--- src/hw/rtl/mps_pkg.sv ---
// Shared types and constants for the modem power sequencer.
// Holds word layouts, config register map and mode codes; no dependencies.
`timescale 1ns / 1ps

package mps_pkg;

  localparam int TIMER_BITS_DEFAULT = 16;
  localparam int CFG_W              = 16;
  localparam int CFG_IDX_W          = 3;

  // Config register map
  localparam logic [CFG_IDX_W-1:0] REG_POWER_SETTLE     = 3'd0;
  localparam logic [CFG_IDX_W-1:0] REG_LINK_UP_DELAY    = 3'd1;
  localparam logic [CFG_IDX_W-1:0] REG_LINK_DOWN_DELAY  = 3'd2;
  localparam logic [CFG_IDX_W-1:0] REG_POWER_OFF_DELAY  = 3'd3;
  localparam logic [CFG_IDX_W-1:0] REG_BOOT_TIMEOUT     = 3'd4;
  localparam logic [CFG_IDX_W-1:0] REG_SHUTDOWN_TIMEOUT = 3'd5;

  localparam logic [CFG_W-1:0] DELAY_RESET   = 16'd100;
  localparam logic [CFG_W-1:0] TIMEOUT_RESET = 16'd30000;

  // Mode codes as seen on the result word
  localparam logic [2:0] MODE_CODE_IDLE     = 3'd0;
  localparam logic [2:0] MODE_CODE_STARTUP  = 3'd1;
  localparam logic [2:0] MODE_CODE_RUNNING  = 3'd2;
  localparam logic [2:0] MODE_CODE_SHUTDOWN = 3'd3;
  localparam logic [2:0] MODE_CODE_FAULT    = 3'd4;

  localparam logic [1:0] CAUSE_NONE    = 2'd0;
  localparam logic [1:0] CAUSE_EARLY   = 2'd1;
  localparam logic [1:0] CAUSE_NO_RISE = 2'd2;
  localparam logic [1:0] CAUSE_NO_FALL = 2'd3;

  typedef struct packed {
    logic button_press;
    logic booted_level;
  } in_word_t;

  typedef struct packed {
    logic       power_enable;
    logic       modem_enable;
    logic       link_active;
    logic [2:0] mode_code;
    logic [1:0] fault_cause;
  } out_word_t;

  typedef struct packed {
    logic [CFG_W-1:0] power_settle_ms;
    logic [CFG_W-1:0] link_up_delay_ms;
    logic [CFG_W-1:0] link_down_delay_ms;
    logic [CFG_W-1:0] power_off_delay_ms;
    logic [CFG_W-1:0] boot_timeout_ms;
    logic [CFG_W-1:0] shutdown_timeout_ms;
  } cfg_regs_t;

endpackage

--- src/hw/rtl/modem_power_sequencer_core.sv ---
// Modem power sequencer, one tick word in, one status word out.
// A taken tick word is held in the tick register until the output stage is free; the step
// is one pass through mps_seq. Throughput: one tick word per cycle while no result word is held by out_stall.
// rst (synchronous) returns the sequencer to idle and the timing registers
// to their defaults; no clearing pass is needed.
// Depends on mps_pkg and mps_seq.
`timescale 1ns / 1ps

module modem_power_sequencer_core #(
  parameter int TIMER_BITS = mps_pkg::TIMER_BITS_DEFAULT
) (
  input  logic                           clk,
  input  logic                           rst,
  input  logic                           in_valid,
  output logic                           in_stall,
  input  mps_pkg::in_word_t              in_word,
  output logic                           out_valid,
  input  logic                           out_stall,
  output mps_pkg::out_word_t             out_word,
  input  logic                           cfg_valid,
  output logic                           cfg_ready,
  input  logic [mps_pkg::CFG_IDX_W-1:0]  cfg_index,
  input  logic [mps_pkg::CFG_W-1:0]      cfg_data
);
  import mps_pkg::*;

  cfg_regs_t cfg;
  in_word_t  tick;
  logic      tick_valid;
  logic      adv;
  logic      step;
  logic      accept;

  assign cfg_ready = 1'b1;

  // output stage frees when empty or drained this cycle
  assign adv      = !out_valid || !out_stall;
  assign step     = tick_valid && adv;
  assign in_stall = tick_valid && !adv;
  assign accept   = in_valid && !in_stall;

  always_ff @(posedge clk) begin
    if (rst) begin
      tick_valid <= 1'b0;
      out_valid  <= 1'b0;
    end else begin
      if (accept) begin
        tick_valid <= 1'b1;
      end else if (step) begin
        tick_valid <= 1'b0;
      end
      if (adv) begin
        out_valid <= step;
      end
    end
  end

  always_ff @(posedge clk) begin
    if (accept) begin
      tick <= in_word;
    end
  end

  always_ff @(posedge clk) begin
    if (rst) begin
      cfg.power_settle_ms     <= DELAY_RESET;
      cfg.link_up_delay_ms    <= DELAY_RESET;
      cfg.link_down_delay_ms  <= DELAY_RESET;
      cfg.power_off_delay_ms  <= DELAY_RESET;
      cfg.boot_timeout_ms     <= TIMEOUT_RESET;
      cfg.shutdown_timeout_ms <= TIMEOUT_RESET;
    end else if (cfg_valid && cfg_ready) begin
      unique case (cfg_index)
        REG_POWER_SETTLE:     cfg.power_settle_ms     <= cfg_data;
        REG_LINK_UP_DELAY:    cfg.link_up_delay_ms    <= cfg_data;
        REG_LINK_DOWN_DELAY:  cfg.link_down_delay_ms  <= cfg_data;
        REG_POWER_OFF_DELAY:  cfg.power_off_delay_ms  <= cfg_data;
        REG_BOOT_TIMEOUT:     cfg.boot_timeout_ms     <= cfg_data;
        REG_SHUTDOWN_TIMEOUT: cfg.shutdown_timeout_ms <= cfg_data;
        default: ;
      endcase
    end
  end

  mps_seq #(
    .TIMER_BITS(TIMER_BITS)
  ) u_seq (
    .clk    (clk),
    .rst    (rst),
    .step   (step),
    .tick   (tick),
    .cfg    (cfg),
    .result (out_word)
  );

`ifndef ASSERT_OFF
  // input side only backs up behind a held result
  a_stall_cause: assert property (@(posedge clk) disable iff (rst)
    in_stall |-> (out_valid && out_stall))
    else $error("in_stall without a stalled result word");

  // sequencer state moves only on a step
  a_hold_no_step: assert property (@(posedge clk) disable iff (rst)
    !step |=> $stable(out_word))
    else $error("result word changed without a step");

  a_cause_in_fault: assert property (@(posedge clk) disable iff (rst)
    (out_word.fault_cause != CAUSE_NONE) |-> (out_word.mode_code == MODE_CODE_FAULT))
    else $error("fault cause set outside fault mode");

  a_link_powered: assert property (@(posedge clk) disable iff (rst)
    out_word.link_active |-> (out_word.power_enable && out_word.modem_enable))
    else $error("link up without power and enable");
`endif

endmodule

--- src/hw/rtl/mps_seq.sv ---
// Sequencer state and one-tick step logic for the modem power sequencer.
// Uses mps_pkg for word layouts, config struct and mode codes.
`timescale 1ns / 1ps

module mps_seq #(
  parameter int TIMER_BITS = mps_pkg::TIMER_BITS_DEFAULT
) (
  input  logic                clk,
  input  logic                rst,
  input  logic                step,
  input  mps_pkg::in_word_t   tick,
  input  mps_pkg::cfg_regs_t  cfg,
  output mps_pkg::out_word_t  result
);
  import mps_pkg::*;

  localparam int CMP_W = (TIMER_BITS > CFG_W) ? TIMER_BITS : CFG_W;

  typedef enum logic [2:0] {
    IDLE     = MODE_CODE_IDLE,
    STARTUP  = MODE_CODE_STARTUP,
    RUNNING  = MODE_CODE_RUNNING,
    SHUTDOWN = MODE_CODE_SHUTDOWN,
    FAULT    = MODE_CODE_FAULT
  } mode_t;

  typedef enum logic [1:0] {
    SUB_ACTION = 2'd0,
    SUB_WAIT   = 2'd1,
    SUB_DELAY  = 2'd2
  } sub_t;

  mode_t                 mode, mode_next;
  sub_t                  sub_phase, sub_phase_next;
  logic [TIMER_BITS-1:0] phase_elapsed, phase_elapsed_next;
  logic                  supply_on, supply_on_next;
  logic                  enable_high, enable_high_next;
  logic                  link_on, link_on_next;
  logic [1:0]            last_fault, last_fault_next;

  logic [TIMER_BITS-1:0] k;
  logic [CMP_W-1:0]      k_ext;
  logic                  hit_settle, hit_up, hit_down, hit_off, hit_boot, hit_shut;

  // saturating tick count, then compare against the thresholds
  assign k     = (&phase_elapsed) ? phase_elapsed : phase_elapsed + TIMER_BITS'(1);
  assign k_ext = CMP_W'(k);

  assign hit_settle = k_ext >= CMP_W'(cfg.power_settle_ms);
  assign hit_up     = k_ext >= CMP_W'(cfg.link_up_delay_ms);
  assign hit_down   = k_ext >= CMP_W'(cfg.link_down_delay_ms);
  assign hit_off    = k_ext >= CMP_W'(cfg.power_off_delay_ms);
  assign hit_boot   = k_ext >= CMP_W'(cfg.boot_timeout_ms);
  assign hit_shut   = k_ext >= CMP_W'(cfg.shutdown_timeout_ms);

  always_comb begin
    mode_next          = mode;
    sub_phase_next     = sub_phase;
    phase_elapsed_next = k;
    supply_on_next     = supply_on;
    enable_high_next   = enable_high;
    link_on_next       = link_on;
    last_fault_next    = last_fault;

    unique case (mode)
      IDLE: begin
        if (tick.button_press) begin
          supply_on_next     = 1'b1;
          mode_next          = STARTUP;
          sub_phase_next     = SUB_ACTION;
          phase_elapsed_next = '0;
        end
      end
      STARTUP: begin
        unique case (sub_phase)
          SUB_ACTION: begin
            if (hit_settle) begin
              if (tick.booted_level) begin
                supply_on_next  = 1'b0;
                link_on_next    = 1'b0;
                last_fault_next = CAUSE_EARLY;
                mode_next       = FAULT;
                sub_phase_next  = SUB_ACTION;
              end else begin
                enable_high_next = 1'b1;
                sub_phase_next   = SUB_WAIT;
              end
              phase_elapsed_next = '0;
            end
          end
          SUB_WAIT: begin
            if (tick.booted_level) begin
              sub_phase_next     = SUB_DELAY;
              phase_elapsed_next = '0;
            end else if (hit_boot) begin
              supply_on_next     = 1'b0;
              link_on_next       = 1'b0;
              last_fault_next    = CAUSE_NO_RISE;
              mode_next          = FAULT;
              sub_phase_next     = SUB_ACTION;
              phase_elapsed_next = '0;
            end
          end
          default: begin
            if (hit_up) begin
              link_on_next       = 1'b1;
              mode_next          = RUNNING;
              sub_phase_next     = SUB_ACTION;
              phase_elapsed_next = '0;
            end
          end
        endcase
      end
      RUNNING: begin
        if (tick.button_press) begin
          link_on_next       = 1'b0;
          mode_next          = SHUTDOWN;
          sub_phase_next     = SUB_ACTION;
          phase_elapsed_next = '0;
        end
      end
      SHUTDOWN: begin
        unique case (sub_phase)
          SUB_ACTION: begin
            if (hit_down) begin
              enable_high_next   = 1'b0;
              sub_phase_next     = SUB_WAIT;
              phase_elapsed_next = '0;
            end
          end
          SUB_WAIT: begin
            if (!tick.booted_level) begin
              sub_phase_next     = SUB_DELAY;
              phase_elapsed_next = '0;
            end else if (hit_shut) begin
              supply_on_next     = 1'b0;
              link_on_next       = 1'b0;
              last_fault_next    = CAUSE_NO_FALL;
              mode_next          = FAULT;
              sub_phase_next     = SUB_ACTION;
              phase_elapsed_next = '0;
            end
          end
          default: begin
            if (hit_off) begin
              supply_on_next     = 1'b0;
              mode_next          = IDLE;
              sub_phase_next     = SUB_ACTION;
              phase_elapsed_next = '0;
            end
          end
        endcase
      end
      default: begin
        // fault: enable follows booted low; a press then acknowledges
        if (!tick.booted_level) begin
          enable_high_next = 1'b0;
          if (tick.button_press) begin
            last_fault_next    = CAUSE_NONE;
            mode_next          = IDLE;
            sub_phase_next     = SUB_ACTION;
            phase_elapsed_next = '0;
          end
        end
      end
    endcase
  end

  always_ff @(posedge clk) begin
    if (rst) begin
      mode          <= IDLE;
      sub_phase     <= SUB_ACTION;
      phase_elapsed <= '0;
      supply_on     <= 1'b0;
      enable_high   <= 1'b0;
      link_on       <= 1'b0;
      last_fault    <= CAUSE_NONE;
    end else if (step) begin
      mode          <= mode_next;
      sub_phase     <= sub_phase_next;
      phase_elapsed <= phase_elapsed_next;
      supply_on     <= supply_on_next;
      enable_high   <= enable_high_next;
      link_on       <= link_on_next;
      last_fault    <= last_fault_next;
    end
  end

  assign result.power_enable = supply_on;
  assign result.modem_enable = enable_high;
  assign result.link_active  = link_on;
  assign result.mode_code    = mode;
  assign result.fault_cause  = last_fault;

endmodule
--- config.mk ---
export PLATFORM = sky130hd
export DESIGN_NAME = modem_power_sequencer_core
export DESIGN_NICKNAME = d
export VERILOG_FILES = /design/src/hw/rtl/mps_pkg.sv /design/src/hw/rtl/modem_power_sequencer_core.sv /design/src/hw/rtl/mps_seq.sv
export SDC_FILE = /design/constraint.sdc
export NUM_CORES = 1
export LEC_CHECK = 0
export BUFFER_PORTS_ARGS = -buffer_cell sky130_fd_sc_hd__buf_2
export CAP_MARGIN = 20
export CELL_PAD_IN_SITES_DETAIL_PLACEMENT = 1
export CELL_PAD_IN_SITES_GLOBAL_PLACEMENT = 2
export CORE_MARGIN = 3
export CORE_UTILIZATION = 33
export DETAILED_ROUTE_END_ITERATION = 6
export GPL_ROUTABILITY_DRIVEN = 0
export PLACE_DENSITY = 0.73
export SYNTH_ARGS = -nofsm -noshare
export SYNTH_HDL_FRONTEND = slang
export SYNTH_SLANG_ARGS = --single-unit
--- constraint.sdc ---
create_clock -name clk -period 3.74 [get_ports clk]
set_input_delay 0.935 -clock clk [delete_from_list [all_inputs] [get_ports clk]]
set_output_delay 0.935 -clock clk [all_outputs]
set_load 0.05 [all_outputs]
# After elaboration in Yosys (flattened, before gate mapping)
# Index checks and enable logic that the tools add are counted.
# word_totals
register_bits	126
inputBits	26
out_inout_bits	11
# op_classes
n_addsub	1
order_cmp	6
n_eq_ne	37
muxes	79
bitwise	1
n_reduce_logical	29
# ops
cell	count
2-to-1 mux 16 bit	11
>= comparator 16 bit	6
case mux 16 bit (2 select lines)	2
case mux 16 bit (3 select lines)	1
2-to-1 mux 2 bit	19
2-to-1 mux 3 bit	12
AND reduction 12 bit	2
2-to-1 mux 1 bit	20
adder 16 x 1 -> 16 bit, second input constant	1
inequality test 2 bit, second input constant	8
inequality test 4 x 3 -> 1 bit, second input constant	4
AND reduction 16 bit	1
AND reduction 8 bit	2
inequality test 3 x 2 -> 1 bit, second input constant	5
AND reduction 14 bit	1
== test 3 x 2 -> 1 bit, second input constant	4
inequality test 3 bit, second input constant	4
case mux 2 bit (2 select lines)	3
case mux 2 bit (3 select lines)	2
case mux 3 bit (2 select lines)	2
case mux 3 bit (4 select lines)	1
AND reduction 2 bit	6
AND reduction 11 bit	1
case mux 1 bit (3 select lines)	3
17 further kinds	32

# Longest topological paths before layout
# Gate-level depths: netlist of run 1.
# logic_depth
word_depth	7
mapped_depth	18
ltp_nobuf	15

# Modules after synthesis
# From an unflattened synthesis of run 1, not the netlist that was laid out.
# hier_totals
cells_unflattened	864
hier_area_um2	7918.8
# modules_own_cells
module	instances	cells_each	area_per_inst_um2	seq_area_each_um2
mps_seq	1	504	4002.6	520.5
modem_power_sequencer_core	1	360	3916.3	2021.9

# Worst setup path after synthesis of run 1
# OpenSTA, ideal clock, no wires.
# synth_path
path_type	register to register
startpoint	register u_seq.phase_elapsed[2]
endpoint	register u_seq.phase_elapsed[6]
setup_time_ns	0.070
t_arrival_ns	3.867
path_slack_ns	-0.197
stages_incl_launch_ff	18
synth_period_minus_slack_ns	3.937
path_cell_list	dfxtp_1 and4_1 buf_2 nand3_1 or2_2 clkbuf_1 nand2_1 nor2_1 xor2_1 ha_1 nand4_1 nor3_1 a2111oi_1 o221ai_4 o211ai_2 buf_4 o211ai_1 a21oi_1
# synth_via
elab_chain_len	7
word_cells_on_any_way	22
cone_classes	1 x add/sub; 6 x order compare; 14 x mux; 1 x reduce/logical
# synth_lines
item	line_no	source
from (decl)	mps_seq.sv:35	logic [TIMER_BITS-1:0] phase_elapsed, phase_elapsed_next;
from (signal assigned)	mps_seq.sv:181	phase_elapsed <= phase_elapsed_next;
adder 16 x 1 -> 16 bit or AND reduction 16 bit (tied branches)	mps_seq.sv:46	assign k = (&phase_elapsed) ? phase_elapsed : phase_elapsed + TIMER_BITS'(1);
2-to-1 mux 16 bit *	mps_seq.sv:46	
>= comparator 16 bit (on tied branches)	mps_seq.sv:54, mps_seq.sv:53	
2-to-1 mux 16 bit (on tied branches)	mps_seq.sv:135, mps_seq.sv:95	
2-to-1 mux 16 bit (on tied branches)	mps_seq.sv:132, mps_seq.sv:92	
case mux 16 bit (2 select lines) (on tied branches)	mps_seq.sv:123, mps_seq.sv:75	
case mux 16 bit (3 select lines) *	mps_seq.sv:65	unique case (mode)
# Every way passes the cells marked *; elsewhere a longest branch is shown, timed or not.
# A chain may end at the register's enable or synchronous reset.

# Final worst setup path of run 1
# layout_path
startpoint	register u_seq.phase_elapsed[2]
endpoint	register u_seq.mode[2]
# layout_via
elab_chain_len	5
word_cells_on_any_way	14
cone_classes	1 x add/sub; 5 x order compare; 5 x eq/ne; 1 x mux; 2 x reduce/logical
# layout_lines
item	line_no	source
adder 16 x 1 -> 16 bit or AND reduction 16 bit (tied branches)	mps_seq.sv:46	
2-to-1 mux 16 bit *	mps_seq.sv:46	
>= comparator 16 bit (on tied branches)	--	
inequality test 4 x 3 -> 1 bit (no line) or inequality test 3 x 2 -> 1 bit (tied branches)	--	
AND reduction 14 bit (no line) *	--	
to (signal assigned)	mps_seq.sv:179	mode <= mode_next;
to (decl)	mps_seq.sv:33	mode_t mode, mode_next;
# Marks and branches as above.

==> results of run 1 <==
## critical path, stage by stage (launching register included)
cell	delay (ns)
dfxtp_2	0.34
buf_4	0.11
buf_4	0.14
nand2_1	0.10
nor4b_2	0.36
xor2_1	0.31
buf_4	0.21
ha_1	0.24
a22o_1	0.27
o41ai_4	0.37
a31oi_4	0.16
or3_4	0.45
a221oi_4	0.34
buf_6	0.17
o21ai_0	0.10
a21oi_2	0.13
## per-layer routing
metal,vias up,share of wire [%]
met5,-,0
met4,0,1.4
met3,36,3.0
met2,157,49
met1,3890,46
li1,3782,-
## worst max path at each step
stage | end | slack (ns) | cells past startpoint
after floorplan | u_seq.phase_elapsed[6] | 0.006 | 16
after global placement | u_seq.mode[2] | -0.43 | 17
after detailed placement | u_seq.mode[2] | -0.40 | 16
after CTS | u_seq.mode[0] | -0.08 | 17
after global routing | u_seq.mode[2] | -0.27 | 15
final | u_seq.mode[2] | -0.16 | 15
## sequential cells by signal (all words and copies together), names as in the netlist
register             flops
u_seq.sub_phase          2
u_seq.supply_on          1
cfg                     96
tick                     2
u_seq.phase_elapsed     16
u_seq.last_fault         2
tick_valid               1
u_seq.enable_high        1
u_seq.mode               3
out_valid                1
u_seq.link_on            1
## stage by stage
step / setup TNS, ns / utilization (%) / hold WS [ns] / area, um2 / instances
global route: -4.008 / 45.46 / 0.4707 / 10390 / 1474
global placement: -6.671 / 39.32 / 0.4426 / 8984 / 1414
detailed placement: -6.475 / 39.32 / 0.4482 / 8984 / 1414
finish: -1.401 / 45.46 / 0.4532 / 10390 / 1474
floorplan: 0 / - / 0.4363 / 7760 / 1003
CTS: -0.4754 / 43.75 / 0.4576 / 9995 / 1465
## cell families after synthesis
kind of cell	Yosys count	synth area share, %
other	1	0.04854
muxes	1	0.1457
xor gates and xnor gates	11	1.247
buffers and inverters	151	7.676
adders and majority gates	97	15.71
AOI/OAI and AO/OA	269	22.15
and+or+nand+nor	347	20.11
DFF	126	32.91
## repair_timing
action,in CTS,in global routing
endpoints found under the setup margin,25,26
hold buffers,0,0
gates resized for setup,61,59
gates cloned,1,0
pin swaps,39,31
buffers inserted,19,11
## power breakdown
part / switching [mW] / leakage [nW] / internal [mW]
logic: 0.240 / 3.02 / 0.130
clock network: 0.699 / 0.273 / 1.00
registers: 0.0174 / 1.03 / 1.38
total: 0.957 / 4.32 / 2.51
## Yosys cell counts, types with 3 or more instances
master,instances
o211ai_1,42
o41ai_1,4
a32o_1,4
nand2_1,214
o21ai_0,27
nand3_1,20
nor2_1,32
and2_1,5
a2111o_1,3
nor3_1,9
and4_1,3
a211oi_1,8
inv_1,101
nor4_1,5
a21o_1,10
buf_4,6
dfxtp_1,124
ha_1,97
o31ai_1,3
clkbuf_1,39
and3_1,8
nand4_1,13
or2_2,7
a21oi_1,126
nand2b_1,9
nor2b_1,7
xnor2_1,6
buf_2,3
xor2_1,5
a31oi_1,5
o21a_1,9
or4_1,5
or3_1,3
## final cells by class
class | instances | area [um2]
clock inverters | 12 | 138.9
multi-input cells | 726 | 5134
clock buffers | 20 | 446.7
inverters | 102 | 382.9
well taps | 313 | 391.6
repair buffers | 175 | 1339
flip-flops and latches | 126 | 2554
fillers | 2780 | 12460
==> summary.txt, run 1 <==
Status
  – Status: finished with violations
  – Violated checks: negative setup slack

Clock network
  – H-tree depth: 4
  – Maximum buffer depth of the clock tree: 2
  – Register clock-pin slew on the reported worst setup and hold paths: 0.07 ns
  – CTS tree: built
  – Clk root buf: clkbuf_16
  – Clk_lat worst skew: 0.43 ns
  – CTS buffer count: 17
  – Clock sinks: 126

Synthesis
  – Synth Area per Inst: 7.703 um2
  – Post-synthesis sequential area ratio: 32.91%
  – Area contributors post-synth: dfxtp_1 (32%), ha_1 (16%), nand2_1 (10%), a21oi_1 (8.2%), inv_1 (4.9%)
  – Post-synthesis register bit count: 126
  – Synth Warn #: 0
  – Leading area contributor after synthesis: dfxtp_1
  – Synth Instances: 1003
  – Post-synth EDFFs: 2
  – Yosys top cell area share: 32.13%
  – Post-synth top flop: dfxtp_1
  – Post-synth ARST share: 0%
  – Syn Nets: 1126
  – Cell area after synthesis: 7726 um2
  – Synth cell types: 62

GRT
  – Busiest layer in global routing: met2
  – Overall routing resource usage: 23.77%
  – Vias in the first global route: 8090
  – Largest net degree at the start of global routing: 69
  – Initial antenna violation count: 0
  – Met3 usage: 3.070%
  – First-pass GRT wire length: 46.75 mm
  – Total grt overflow: 0
  – Met1 GRT Util: 31.32%
  – Met2 GRT Util: 41.26%

Place
  – HPWL Detailed: 21.54 mm
  – Setup WS pre-CTS: -0.3969 ns
  – PortBufs: 35

Drt
  – WL/cell: 20.66 um
  – DR DRC count: 0
  – DR vias/cell: 5.336
  – Drt first pass iters: 5
  – 1st-iter DRT viols: 425
  – Final ANT Viol Nets: 0
  – Total Wirelength: 30.45 mm
  – Via count: 7865

Timing
  – Final setup fails: 20
  – Final WS setup: -0.1581 ns
  – Endpoints failing hold: 0
  – Slew Limit Headroom: 42.09%
  – Unrepaired setup endpoints after global routing: true
  – Min Tclk post-route: 3.898 ns
  – Worst Clk Skew: 0.009400 ns
  – Least-Margin Pin Slew: 0.8687 ns
  – Crit share post-route: 104.2%
  – Max frequency: 256.5 MHz
  – Fin. max-slew vios: 0

Critical path
  – Register-to-register setup slack: -0.16 ns
  – Worst-path fanout max: 6
  – Reg2reg path depth: 15
  – Reg-to-reg endpoint: u_seq.mode[2]
  – CP Class: reg -> reg
  – Crit path required time: 4.11 ns
  – CP Launch Type: flop
  – Worst setup EP type: flop
  – R2r startpoint: u_seq.phase_elapsed[2]
  – CP arrival: 4.27 ns
  – Crit path from: u_seq.phase_elapsed[2]

Worst hold path
  – Hold Crit Class: reg -> reg
  – Hold path depth: 2
  – Hold_sp: cfg[7]
  – Hold worst-path end: cfg[7]

Power
  – Total power: 3.468 mW
  – LEAKAGE: 4.321 nW
  – Max IR drop VDD: 0.0003409 V
  – PD cells: 333.9 nW/um2

Layout
  – Final layout net count: 1271
  – Fraction of layout instances using a drive strength above 1: 25.58%
  – Commonest non-fill, non-tap cell in the layout: nand2_1
  – Antenna Cells: 0
  – Synthesis-to-finish area growth: 34.43%
  – Commonest cells after routing, fill and taps aside: nand2_1 (210), buf_4 (123), a21oi_1 (120)

Job
  – Max cap viols: 0

Floorplan
  – Horiz. Die Dim: 159.0 um
  – Initial Util: 33.82%
  – Die height: 159.0 um
  – Die area: 25280 um2
  – Num ports: 37
  – Core box area: 22850 um2
  – # rows: 55
(Power assumes the default switching activity.)
==> run 2: changes to the inputs <==
--- a/config.mk
+++ b/config.mk
@@ -5,15 +5,16 @@
 export SDC_FILE = /design/constraint.sdc
 export NUM_CORES = 1
 export LEC_CHECK = 0
-export BUFFER_PORTS_ARGS = -buffer_cell sky130_fd_sc_hd__buf_2
+export BUFFER_PORTS_ARGS = -buffer_cell sky130_fd_sc_hd__buf_4
 export CAP_MARGIN = 20
 export CELL_PAD_IN_SITES_DETAIL_PLACEMENT = 1
 export CELL_PAD_IN_SITES_GLOBAL_PLACEMENT = 2
-export CORE_MARGIN = 3
+export CORE_MARGIN = 2
 export CORE_UTILIZATION = 33
 export DETAILED_ROUTE_END_ITERATION = 6
 export GPL_ROUTABILITY_DRIVEN = 0
 export PLACE_DENSITY = 0.73
+export SETUP_SLACK_MARGIN = 0.3
 export SYNTH_ARGS = -nofsm -noshare
 export SYNTH_HDL_FRONTEND = slang
 export SYNTH_SLANG_ARGS = --single-unit
==> run 2 against run 1 <==
The run still ends with negative setup slack left. Clock skew rose by 0.0027 ns. Register-to-register slack improved by 0.08 ns. Worst hold slack worse by 0.00069 ns. Critical endpoint is now u_seq.mode[1]. Utilization grew 1.2 points. Via count shrank 1.4%. Critical path type unchanged. First-iteration DRC count fell by 8.7%. Largest cell class unchanged. Wire length shrank 5.4%. Global-route usage grew 0.73 points. Flip-flop and latch count is the same.
==> summary.txt, run 2 (synthesized netlist as in run 1, its figures left out) <==
Critical path
  – Cell mode on critical path: buf_4
  – Worst-path fanout max: 6
  – Crit path required time: 4.10 ns
  – Crit path from: u_seq.phase_elapsed[4]
  – R2r startpoint: u_seq.phase_elapsed[4]
  – CP Launch Type: flop
  – Slowest stage cell on the critical path: or3b_4
  – Kind of cell adding the most delay to the critical path: simple AND/OR/NAND/NOR gates
  – Worst path cell trace: and4_4, nand4_1, buf_4, nor2_4, nand3_2, o21a_1, buf_12, ha_4, nand4_1, buf_4, o41ai_2, buf_4, and2_1, or3b_4, buf_6, or3_4, a21oi_2
  – CP Class: reg -> reg
  – Worst setup EP type: flop
  – CP max stage delay: 0.42 ns
  – WP buf/inv: 5
  – CP arrival: 4.18 ns

Place
  – Setup WS pre-CTS: -0.2775 ns
  – Cell Area, Placed: 9210 um2
  – PortBufs: 35
  – HPWL Detailed: 20.75 mm

GRT
  – Vias in the first global route: 8128
  – Initial antenna violation count: 0
  – Largest net degree at the start of global routing: 45
  – First-pass GRT wire length: 45.75 mm
  – Total grt overflow: 0
  – Overall routing resource usage: 24.50%

Drt
  – Final ANT Viol Nets: 0
  – 1st-iter DRT viols: 388
  – M1 WL: 13.68 mm
  – Via count: 7751
  – WL/cell: 19.44 um
  – Met2 Wirelength: 13.66 mm
  – Drt first pass iters: 5
  – DR DRC count: 0
  – Top Layer Used: met4
  – DR vias/cell: 5.230
  – Metal3 WL: 996 um
  – Total Wirelength: 28.81 mm

Floorplan
  – # rows: 55
  – Die height: 157.0 um
  – Die area: 24650 um2
  – Num ports: 37
  – Horiz. Die Dim: 157.0 um
  – Initial Util: 33.92%
  – Core box area: 22780 um2

Timing
  – Min Tclk post-route: 3.821 ns
  – Final WS setup: -0.08130 ns
  – Final setup fails: 8
  – Unrepaired setup endpoints after global routing: true
  – Worst Clk Skew: 0.01207 ns
  – Crit share post-route: 102.2%
  – Fin. max-slew vios: 0
  – Max frequency: 261.7 MHz
  – Slew Limit Headroom: 32.76%
  – Least-Margin Pin Slew: 1.009 ns
  – Endpoints failing hold: 0

Clock network
  – Clock sinks: 126
  – Register clock-pin slew on the reported worst setup and hold paths: 0.06 ns
  – H-tree depth: 4
  – CTS tree: built
  – CTS buffer count: 17
  – Clk root buf: clkbuf_16
  – Clk_lat worst skew: 0.43 ns
  – Maximum buffer depth of the clock tree: 2

Worst hold path
  – Hold Crit Class: reg -> reg
  – Hold_sp: cfg[65]

Power
  – PD cells: 332.0 nW/um2
  – LEAKAGE: 4.424 nW
  – Max IR drop VDD: 0.0002716 V

Layout
  – Top flop regs: cfg x96, u_seq.phase_elapsed x16, u_seq.mode x3
  – Commonest cells after routing, fill and taps aside: nand2_1 (210), buf_4 (165), a21oi_1 (119)
  – Register with the most flip-flops: cfg
  – Commonest non-fill, non-tap cell in the layout: nand2_1
  – Antenna Cells: 0
  – Final layout net count: 1280
  – Fraction of layout instances using a drive strength above 1: 27.37%
  – Layout fillers: 2743
  – Synthesis-to-finish area growth: 37.49%
  – Number of flip-flops in the largest register: 96
  – Final instance area: 10620 um2

Status
  – Status: finished with violations
  – Violated checks: negative setup slack

Job
  – Max cap viols: 0
run 2: cell count changes in the layout (fill, tap and decap cells not counted), moves of 3 or more:
cell        delta
nor2_2         +3
o21ai_1        +4
dfxtp_1        -6
nor2_1         -3
dfxtp_2        +5
buf_2         -34
buf_4         +42
clkinvlp_4     -3
run 2: path summary, 6_finish.rpt:
check | cells past startpoint | slack [ns] | to
worst min-delay path | 2 | 0.45 | cfg[65]
worst max register to register | 17 | -0.08 | u_seq.mode[1]
worst max-delay path | 17 | -0.08 | u_seq.mode[1]
worst min register to register | 2 | 0.45 | cfg[65]
run 2: final cells by class:
cell class / count / area [um2] / share of cell area [%]
tap: 313 / 391.6 / 3.687
timing repair buffer: 184 / 1496 / 14.09
multi-input combinational: 726 / 5179 / 48.75
sequential: 126 / 2564 / 24.13
clock buffer: 22 / 475.5 / 4.476
clock inverter: 9 / 133.9 / 1.260
inverter: 102 / 382.9 / 3.604
run 2: what timing repair did:
item | in CTS | in global routing
gates resized for setup | 82 | 27
hold buffers | 0 | 0
buffers inserted | 25 | 9
setup endpoints to repair | 26 | 26
endpoints found under the hold margin | 0 | 0
gates cloned | 1 | 0
pin swaps | 53 | 50
run 2: per-stage QoR:
step / hold slack (ns) / setup TNS [ns] / utilization, % / instances / power [mW]
2_1_floorplan: 0.4363 / 0 / - / 1003 / 1.602
3_3_place_gp: 0.4414 / -4.184 / 40.43 / 1416 / 1.750
3_5_place_dp: 0.4486 / -4.456 / 40.43 / 1416 / 1.756
4_1_cts: 0.4569 / -0.02728 / 45.80 / 1473 / 3.546
5_1_grt: 0.4784 / -4.114 / 46.64 / 1482 / 3.661
6_report: 0.4525 / -0.2903 / 46.64 / 1482 / 3.527
run 2: per-layer routing:
| metal | vias to the layer above | GRT usage, % |
|---|---|---|
| li1 | 3793 | - |
| met1 | 3796 | 32.29 |
| met2 | 130 | 41.52 |
| met3 | 32 | 4.047 |
| met4 | 0 | 6.580 |
| met5 | - | 0 |
run 2: power breakdown:
group	internal [mW]	leakage, nW	switching [mW]	total [mW]
sequential	1.38	1.03	0.0181	1.39
combinational	0.139	3.10	0.227	0.366
clock	1.10	0.296	0.662	1.77
run 2: tightest hold or removal path, cell delays in order, from the launching register on:
cell,delay [ns]
dfxtp_1,0.31
nand2_1,0.05
a21oi_1,0.05
==> run 3: changes to the inputs <==
--- a/config.mk
+++ b/config.mk
@@ -5,15 +5,16 @@
 export SDC_FILE = /design/constraint.sdc
 export NUM_CORES = 1
 export LEC_CHECK = 0
+export ABC_AREA = 1
 export BUFFER_PORTS_ARGS = -buffer_cell sky130_fd_sc_hd__buf_4
 export CAP_MARGIN = 20
 export CELL_PAD_IN_SITES_DETAIL_PLACEMENT = 1
 export CELL_PAD_IN_SITES_GLOBAL_PLACEMENT = 2
 export CORE_MARGIN = 2
-export CORE_UTILIZATION = 33
+export CORE_UTILIZATION = 32
 export DETAILED_ROUTE_END_ITERATION = 6
 export GPL_ROUTABILITY_DRIVEN = 0
-export PLACE_DENSITY = 0.73
+export PLACE_DENSITY = 0.74
 export SETUP_SLACK_MARGIN = 0.3
 export SYNTH_ARGS = -nofsm -noshare
 export SYNTH_HDL_FRONTEND = slang
==> run 3 against run 2 <==
The flow now finishes without violations. Worst hold slack better by 0.0065 ns. Clock-buffer cell count fell by 2. Die area up 16%. Total power grew 5.1%. Cell count increased by 15%. Synthesized cell count is 29% higher. Fmax up 18%. Combinational power up 60%. Non-clock buffer count fell by 94. First-iteration DRC count is 3.6% higher. Largest cell class unchanged. Largest power group unchanged.
==> summary.txt, run 3 <==
Status
  – Status: complete, no violations

Worst hold path
  – Hold Crit Class: reg -> reg

Clock network
  – H-tree depth: 4
  – CTS buffer count: 17
  – Clock sinks: 126
  – Maximum buffer depth of the clock tree: 2
  – CTS tree: built
  – Clk root buf: clkbuf_16
  – Clk_lat worst skew: 0.43 ns
  – Register clock-pin slew on the reported worst setup and hold paths: 0.06 ns

Timing
  – Slew Limit Headroom: 45.67%
  – Max frequency: 309.9 MHz
  – Worst Hold Slack: 0.4589 ns
  – Final WS setup: 0.5127 ns
  – Crit share post-route: 86.29%
  – Setup TNS: 0 ns
  – Fin. max-slew vios: 0
  – Min Tclk post-route: 3.227 ns
  – Worst Clk Skew: 0.01543 ns
  – Endpoints failing hold: 0
  – Final setup fails: 0
  – Unrepaired setup endpoints after global routing: true
  – Least-Margin Pin Slew: 0.8140 ns

Synthesis
  – Most common cell in the netlist: nand2_1
  – Cell area after synthesis: 8751 um2
  – Post-synthesis register bit count: 126
  – Post-synth ARST share: 0%
  – Synth cell types: 43
  – Leading area contributor after synthesis: dfxtp_1
  – Synth cell count leaders: nand2_1 (284), inv_1 (173), a21oi_1 (147), dfxtp_1 (124), o21ai_0 (117)
  – Post-synthesis sequential area ratio: 29.05%
  – Yosys top cell area share: 28.37%
  – Synth Area per Inst: 6.773 um2
  – Syn Nets: 1415
  – Post-synth EDFFs: 2
  – Post-synth top flop: dfxtp_1
  – Synth Warn #: 0
  – Synth Instances: 1292
  – Area contributors post-synth: dfxtp_1 (28%), ha_1 (14%), nand2_1 (12%), a21oi_1 (8.4%), inv_1 (7.4%)

Layout
  – Final layout net count: 1475
  – Layout fillers: 3433
  – Antenna Cells: 0
  – Number of flip-flops in the largest register: 96
  – Synthesis-to-finish area growth: 20.87%
  – Fraction of layout instances using a drive strength above 1: 17.29%
  – Final core utilization: 39.36%
  – Commonest cells after routing, fill and taps aside: nand2_1 (272), inv_1 (165), a21oi_1 (142)
  – Register with the most flip-flops: cfg
  – Top flop regs: cfg x96, u_seq.phase_elapsed x16, u_seq.mode x3
  – Final instance area: 10580 um2
  – Post-Layout Cell Count: 1706
  – Commonest non-fill, non-tap cell in the layout: nand2_1

Drt
  – DR DRC count: 0
  – Total Wirelength: 30.04 mm
  – WL/cell: 17.61 um
  – 1st-iter DRT viols: 402
  – DR vias/cell: 5.057
  – Drt first pass iters: 4
  – Via count: 8627
  – Final ANT Viol Nets: 0

Power
  – Total internal power: 2.613 mW
  – PD cells: 350.5 nW/um2
  – Total power: 3.707 mW
  – Combinational fraction of design power: 15.8%
  – Sequential share of power: 38.2%
  – Switching part of the total power: 29.53%
  – Clock Power Share: 46.0%
  – LEAKAGE: 4.798 nW
  – Max IR drop VDD: 0.0002097 V
  – Sw Pwr: 1.095 mW

GRT
  – Overall routing resource usage: 21.75%
  – Largest net degree at the start of global routing: 102
  – Vias in the first global route: 8714
  – Initial antenna violation count: 0
  – Total grt overflow: 0
  – First-pass GRT wire length: 48.58 mm

Floorplan
  – Die height: 169.4 um
  – # rows: 60
  – Horiz. Die Dim: 169.4 um
  – Core box area: 26880 um2
  – Num ports: 37
  – Initial Util: 32.56%
  – Die area: 28680 um2

Critical path
  – CP Class: reg -> reg
  – Cell mode on critical path: buf_4
  – WP buf/inv: 7
  – Crit path required time: 4.06 ns
  – Slowest stage cell on the critical path: dfxtp_2
  – Worst path cell trace: buf_4, inv_1, nor2_4, buf_4, nand4_1, nand2_2, nand2_4, buf_4, ha_1, nand2_1, inv_1, nand3_1, nor2_1, buf_4, nand3_1, nand4_1, o21ai_1, buf_4, nor3_1, nand2_1, nand2_1, nor2_1
  – Kind of cell adding the most delay to the critical path: simple AND/OR/NAND/NOR gates
  – CP arrival: 3.55 ns
  – Worst setup EP type: flop
  – CP max stage delay: 0.35 ns
  – CP Launch Type: flop
  – Worst-path fanout max: 9

Place
  – Setup WS pre-CTS: 0.04864 ns
  – Cell Area, Placed: 9467 um2
  – Dpl cells: 1661
  – PortBufs: 35
  – HPWL Detailed: 21.16 mm

Job
  – Max cap viols: 0
-- run 3: cell types whose count changed after synthesis, sizes merged, moves of 8 or more --
cell / before / now
a21oi: 127 / 151
nor2: 32 / 108
a211oi: 8 / 0
nand3: 20 / 67
nand2: 214 / 298
o21ai: 30 / 125
and3: 8 / 0
a31oi: 5 / 16
inv: 102 / 182
o211ai: 43 / 23
nand2b: 9 / 0
-- run 3: worst min-delay path: stages (launching register included) --
cell     delay (ns)
dfxtp_1        0.31
inv_1          0.05
a21oi_1        0.05
-- run 3: cells by family after synthesis --
family	synth area share (%)
AO/OA/AOI/OAI	20.39
other	0.04285
XOR/XNOR	0.5004
flip-flops	29.05
buffers and inverters	11.37
AND/OR/NAND/NOR	24.78
adder cells (fa/ha/maj)	13.87
-- run 3: final cells by class --
type,count,area (um2),share of cell area (%)
Clock buffer,20,456.7,4.318
Clock inverter,12,135.1,1.278
Inverter,182,700.7,6.624
Multi-Input combinational cell,934,5544,52.41
Sequential cell,126,2566,24.26
Tap cell,341,426.7,4.034
Timing Repair Buffer,90,740.7,7.003
Timing Repair inverter,1,7.507,0.07097
-- run 3: power groups by stage --
stage,Clock (mW),Sequential [mW],Combinational [mW]
2_1_floorplan,0,1.45,0.343
5_1_grt,1.80,1.42,0.662
4_1_cts,1.75,1.42,0.564
3_5_place_dp,0,1.45,0.549
6_report,1.71,1.42,0.584
3_3_place_gp,0,1.45,0.544
-- run 3: final timing paths --
check / depth (start not counted) / startpoint / slack [ns] / endpoint
max: 22 / u_seq.phase_elapsed[0] / 0.51 / u_seq.supply_on
min: 2 / u_seq.enable_high / 0.46 / u_seq.enable_high
max reg2reg: 22 / u_seq.phase_elapsed[0] / 0.51 / u_seq.supply_on
min reg2reg: 2 / u_seq.enable_high / 0.46 / u_seq.enable_high
-- run 3: routing by layer --
layer | up-vias | part of all wire [%] | track usage (%)
li1 | 4396 | - | -
met1 | 4116 | 50 | 30.22
met2 | 97 | 46 | 36.29
met3 | 18 | 2.3 | 2.682
met4 | 0 | 1.2 | 4.385
met5 | - | 0 | 0
-- run 3: what timing repair did --
item | 4_1_cts | 5_1_grt
hold buffers | 0 | 0
endpoints found under the setup margin | 26 | 26
cloned | 1 | 1
pin swaps | 2 | 15
setup buffers | 3 | 8
gates resized for setup | 23 | 84
